**src/design/rm_pkg.sv**
```systemverilog
// Shared types and constants for the running median block.
// No dependencies; used by rm_cell, rm_or_tree and running_median.
package rm_pkg;

	localparam int SAMPLE_W  = 32;
	localparam int MEDIAN_W  = 33;
	localparam int COUNT_W   = 9;
	localparam int OUT_TDATA_W = 48;   // median + count, padded to bytes
	localparam int FAN_LOG2  = 4;      // OR tree fan-in of 16 per level
	localparam int PICK_W    = 2 * SAMPLE_W;

	// insert command broadcast to every cell
	typedef struct packed {
		logic                       en;
		logic signed [SAMPLE_W-1:0] x;
	} rm_ins_t;

endpackage

```
**src/design/rm_cell.sv**
```systemverilog
// One slot of the sorted chain: holds one sample and shifts it up on insert.
// Depends on rm_pkg.
module rm_cell #(
	parameter int IDX = 0,
	parameter int CW  = 9
) (
	input  logic                                clk,
	input  rm_pkg::rm_ins_t                     ins,
	input  logic [CW-1:0]                       cnt,      // held count before insert
	input  logic signed [rm_pkg::SAMPLE_W-1:0]  prev_val,
	input  logic                                prev_gt,
	input  logic [CW-1:0]                       hi_idx,
	input  logic [CW-1:0]                       lo_idx,
	output logic signed [rm_pkg::SAMPLE_W-1:0]  val,
	output logic                                gt,
	output logic [rm_pkg::PICK_W-1:0]           pick      // {hi, lo} masked
);

	logic signed [rm_pkg::SAMPLE_W-1:0] val_q;
	logic in_use;
	logic at_end;

	assign in_use = CW'(IDX) < cnt;
	assign at_end = CW'(IDX) == cnt;
	assign gt     = in_use && (val_q > ins.x);
	assign val    = val_q;

	// neighbor below is larger than x: take its value; first larger slot, or the first free one, takes x
	always_ff @(posedge clk) begin
		if (ins.en) begin
			if (prev_gt) begin
				val_q <= prev_val;
			end else if (gt || at_end) begin
				val_q <= ins.x;
			end
		end
	end

	assign pick[rm_pkg::PICK_W-1:rm_pkg::SAMPLE_W] =
		(CW'(IDX) == hi_idx) ? val_q : '0;
	assign pick[rm_pkg::SAMPLE_W-1:0] =
		(CW'(IDX) == lo_idx) ? val_q : '0;

endmodule

```
**config.mk**
```make
export PLATFORM = sky130hd
export DESIGN_NAME = rm_cell
export DESIGN_NICKNAME = d
export VERILOG_FILES = /design/src/design/rm_pkg.sv /design/src/design/rm_cell.sv
export SDC_FILE = /design/constraint.sdc
export NUM_CORES = 1
export LEC_CHECK = 0
export BUFFER_PORTS_ARGS = -buffer_cell sky130_fd_sc_hd__buf_2
export CAP_MARGIN = 10
export CORE_MARGIN = 3
export CORE_UTILIZATION = 25
export CTS_CLUSTER_DIAMETER = 30
export CTS_CLUSTER_SIZE = 14
export DETAILED_ROUTE_END_ITERATION = 10
export SYNTH_ARGS = -nofsm -noshare
export SYNTH_HDL_FRONTEND = slang
export SYNTH_SLANG_ARGS = --single-unit
```
**constraint.sdc**
```tcl
create_clock -name clk -period 11.3 [get_ports clk]
set_input_delay 2.26 -clock clk [delete_from_list [all_inputs] [get_ports clk]]
set_output_delay 2.26 -clock clk [all_outputs]
set_load 0.005 [all_outputs]
```
Word level (Yosys, flattened, before mapping)

Cells that the tools add are included.

Magnitude comparators: 2
Mux-type cells: 4
Reduce and logical (&&, ||, !) cells: 7

Operator list:

| cell               | count |
|---|---|
| $mux 32            | 4 |
| $gt 32x32->1       | 1 |
| $logic_not 9->1    | 3 |
| $lt 1x9->1 const A | 1 |
| $reduce_and 2->1   | 1 |
| $reduce_bool 2->1  | 1 |
| $logic_and 1x1->1  | 1 |
| $logic_or 1x1->1   | 1 |

Bits in registers: 32
Input bits: 94
Output and inout port bits: 97
Logic and storage cells: 14

Longest topological paths before layout

Depth in word-level cells: 5
Depth in mapped cells: 8
Depth with buffers taken out: 8

Worst setup path before layout

OpenSTA, ideal clock, no wires.

Path kind: input -> output
Start point: in ins[14] (netlist bit)
End point: out gt
Data arrival time: 4.016 ns
Path slack: 5.024 ns
Stages: 8
Buffers on the path: 0
Path through: inv_1 > ha_1 > a21oi_2 > nand2_1 > a221o_1 > o31a_1 > or4b_4 > nand2_1

Cells in the longest elaborated chain, start to end: 2

Ends and longest elaborated chain:

| element           | line          | text |
|---|---|---|
| from (decl)       | rm_cell.sv:8  | `input rm_pkg::rm_ins_t ins,` |
| $gt 32x32->1      | rm_cell.sv:25 | `assign gt = in_use && (val_q > ins.x);` |
| $logic_and 1x1->1 | rm_cell.sv:25 |  |
| to (decl)         | rm_cell.sv:15 | `output logic gt,` |

Every way passes these cells.

Worst setup path in the final report

Start point: in ins[7] (netlist bit)
End point: out gt

Same word-level chain as after synthesis.

==> key figures <==
Floorplanning
  • Initial core utilization: 0.261
  • Die Y: 108 microns
  • Ports: 191
  • Row cnt: 36
  • DIE WIDTH: 108 microns
  • Core region area: 0.00991 sq mm
  • Full die area: 0.0116 sq mm

Worst setup path
  • Path type of the worst setup path: in -> out
  • CP Launch Type: input pin
  • CP cell instances: buf_2 -> inv_1 -> ha_1 -> a21oi_1 -> o21ai_0 -> a221o_1 -> o31a_1 -> or4b_4 -> nand2_1 -> buf_2
  • Worst reg2reg setup slack: 7.76 ns
  • Reg2Reg Capture Point: val[23]
  • CP max stage cell: or4b_4
  • Max incr delay on CP: 0.54 ns
  • Crit Reg-Reg Startpoint: val[14]
  • Critical path buffers and inverters: 3
  • Crit Path Max Fanout: 3
  • Critical Path End Type: output pin
  • CP delay by family, top: compound AO/OA/AOI/OAI gates
  • Arr. time, crit path: 4.41 ns
  • Data required, critical path: 9.04 ns
  • Worst Reg2Reg Path Length in Cells: 7
  • CP most frequent cell: buf_2

Synth
  • Post-synth top area share: 0.371
  • Netlist cell types: 26
  • Number of enable flip-flop cells after synthesis: 32
  • #FFs+latches synth: 32
  • Synth async-reset ratio: 0
  • Post-synthesis instance total: 303
  • Primary FF master, synth: edfxtp_1
  • Avg Inst Size Synth: 8.54 sq um
  • Sequential share of the synthesized area: 0.371
  • Area leader, netlist: edfxtp_1
  • Synth Net Count: 429
  • Synth warn: 0
  • Post-synthesis instance area: 0.00259 sq mm
  • Top cells by area, synth: edfxtp_1, and2_1, ha_1

Timing
  • Fmax: 0.150 GHz
  • Unrepaired setup endpoints after global routing: no
  • Total negative slack: 0 ns
  • Min Tclk post-route: 6.67 ns
  • Pins Over Slew Limit: 0
  • Slew HR: 0.245
  • Tcrit/Tclk final: 0.590
  • Worst slew pin tran: 1.13 ns
  • Final Hold Violating Endpoints: 0
  • Clock skew: 0.00712 ns
  • Setup-failing EPs final: 0

Routing
  • ANT nets after route: 0
  • DRT Pass-1 Iters: 4
  • DRC viols: 0
  • 1st-iter DRT viols: 117
  • Routed wire length: 8790 microns
  • Via density: 4.42
  • Routed WL per cell: 14.1 microns
  • Via count: 2756

Power
  • Static Leak: 2.05 nW
  • Power per cell area: 85.3 mW/mm^2
  • Worst VDD drop: 0.0000399 V

Layout
  • Syn-to-layout area delta: 46.3%
  • Final design instance area without fill: 0.00379 sq mm
  • ANT cells: 0
  • NumNets Final: 616
  • Largest register FFs: 32
  • Share of layout cells above drive strength 1: 0.415

Place
  • Cell Area, Placed: 0.00371 sq mm
  • Final HPWL DP: 7110 microns
  • I/O Buffers: 190
  • GPL Wtd Cong: 0.776

Clock network
  • H-tree Lvls: 2
  • CTS tree: done
  • Clk pin slew, worst setup/hold paths: 0.07 ns
  • Clock Tree Buf Depth: 2
  • Clk sinks: 32
  • Hold_buf cts: 0
  • Root Buffer: clkbuf_8
  • CTS-repair resized insts: 0
  • Clk_lat worst skew: 0.28 ns
  • Post-CTS Setup Bufs: 0
  • Num CTS Buffers: 5

Global routing
  • First-pass GRT wire length: 13000 microns
  • Vias in the first global route: 2606
  • Initial antenna violation count: 0
  • Pin count of the biggest net entering global routing: 65
  • Gr ovfl total: 0
  • GR Util All Layers: 0.143

Worst hold path
  • Hold Crit Start: val[31]
  • Worst Hold Depth: 3
  • Hold crit path type: reg -> reg
  • Hold path endpoint: val[14]

Status
  • Status: completed

Run
  • Max cap viols: 0
layer usage:
metal	global-route usage	vias to the layer above	wire [microns]
met1	0.184	1234	3870
met4	0.0289	0	58
li1	-	1408	-
met3	0.0216	4	617
met5	0	-	0
met2	0.252	110	4240
logic make-up after synthesis:
| family | Yosys count | share of synthesized area |
|---|---|---|
| and+or+nand+nor | 134 | 0.278 |
| DFF | 32 | 0.371 |
| muxes | 1 | 0.00435 |
| buffers and inverters | 46 | 0.0667 |
| AOI/OAI and AO/OA | 58 | 0.125 |
| adders and majority gates | 32 | 0.155 |
layout make-up:
type                            count  area [sq um]
Timing Repair Buffer              193           973
Tap cell                          133           166
Clock inverter                      1          3.75
Fill cell                        1054          6120
Inverter                           33           124
Clock buffer                        7          76.3
Sequential cell                    32           961
Multi-Input combinational cell    225          1480
through the flow:
stage / hold slack [ns] / instances / total power [mW] / setup slack, ns / utilization
6_report: 1.44 / 624 / 0.323 / 4.63 / 0.382
5_1_grt: 1.55 / 624 / 0.347 / 4.54 / 0.382
4_1_cts: 1.49 / 624 / 0.330 / 4.63 / 0.382
3_5_place_dp: 1.47 / 616 / 0.242 / 4.64 / 0.374
3_3_place_gp: 1.44 / 616 / 0.239 / 4.66 / 0.374
2_1_floorplan: 1.70 / 303 / 0.197 / 5.02 / -
synthesized netlist by cell type (all sizes together) (2+ instances only):
master	n
ha	32
nand2	41
clkbuf	12
o211ai	3
nand4	8
nand3	3
edfxtp	32
nor2	8
o21ai	34
inv	33
nor4	7
and2	64
a31oi	2
a21oi	13
worst register-to-register path, cell delays in order (launching register included):
cell,delay [ns]
edfxtp_1,0.44
ha_1,0.35
a21oi_2,0.14
nand2_1,0.07
a221o_1,0.35
o31a_1,0.32
or4b_4,0.54
a31oi_4,0.91
power breakdown:
part	switching, mW	internal [mW]
combinational	0.0433	0.0381
sequential	0.0108	0.146
clock	0.0422	0.0429
worst max-delay path by stage:
stage | start | end | depth (start not counted)
after detailed placement | ins[14] | gt | 10
final | ins[7] | gt | 10
after global routing | ins[14] | gt | 10
after global placement | ins[7] | gt | 10
after CTS | ins[14] | gt | 10
after floorplan | ins[14] | gt | 8
placed cells by master (no fill, tap or decap), types with 2 or more instances in the layout:
cell type	Yosys	routed
a21oi_1	12	12
and2_1	64	64
buf_2	0	190
buf_4	0	3
clkbuf_1	12	2
clkbuf_8	0	5
edfxtp_1	32	32
ha_1	32	32
inv_1	33	33
nand2_1	41	41
nand3_1	3	3
nand4_1	8	8
nor2_1	8	8
nor4_1	7	5
nor4_2	0	2
o211ai_1	3	3
o21ai_0	34	34
Note: power is estimated with default switching activity, not from simulation.
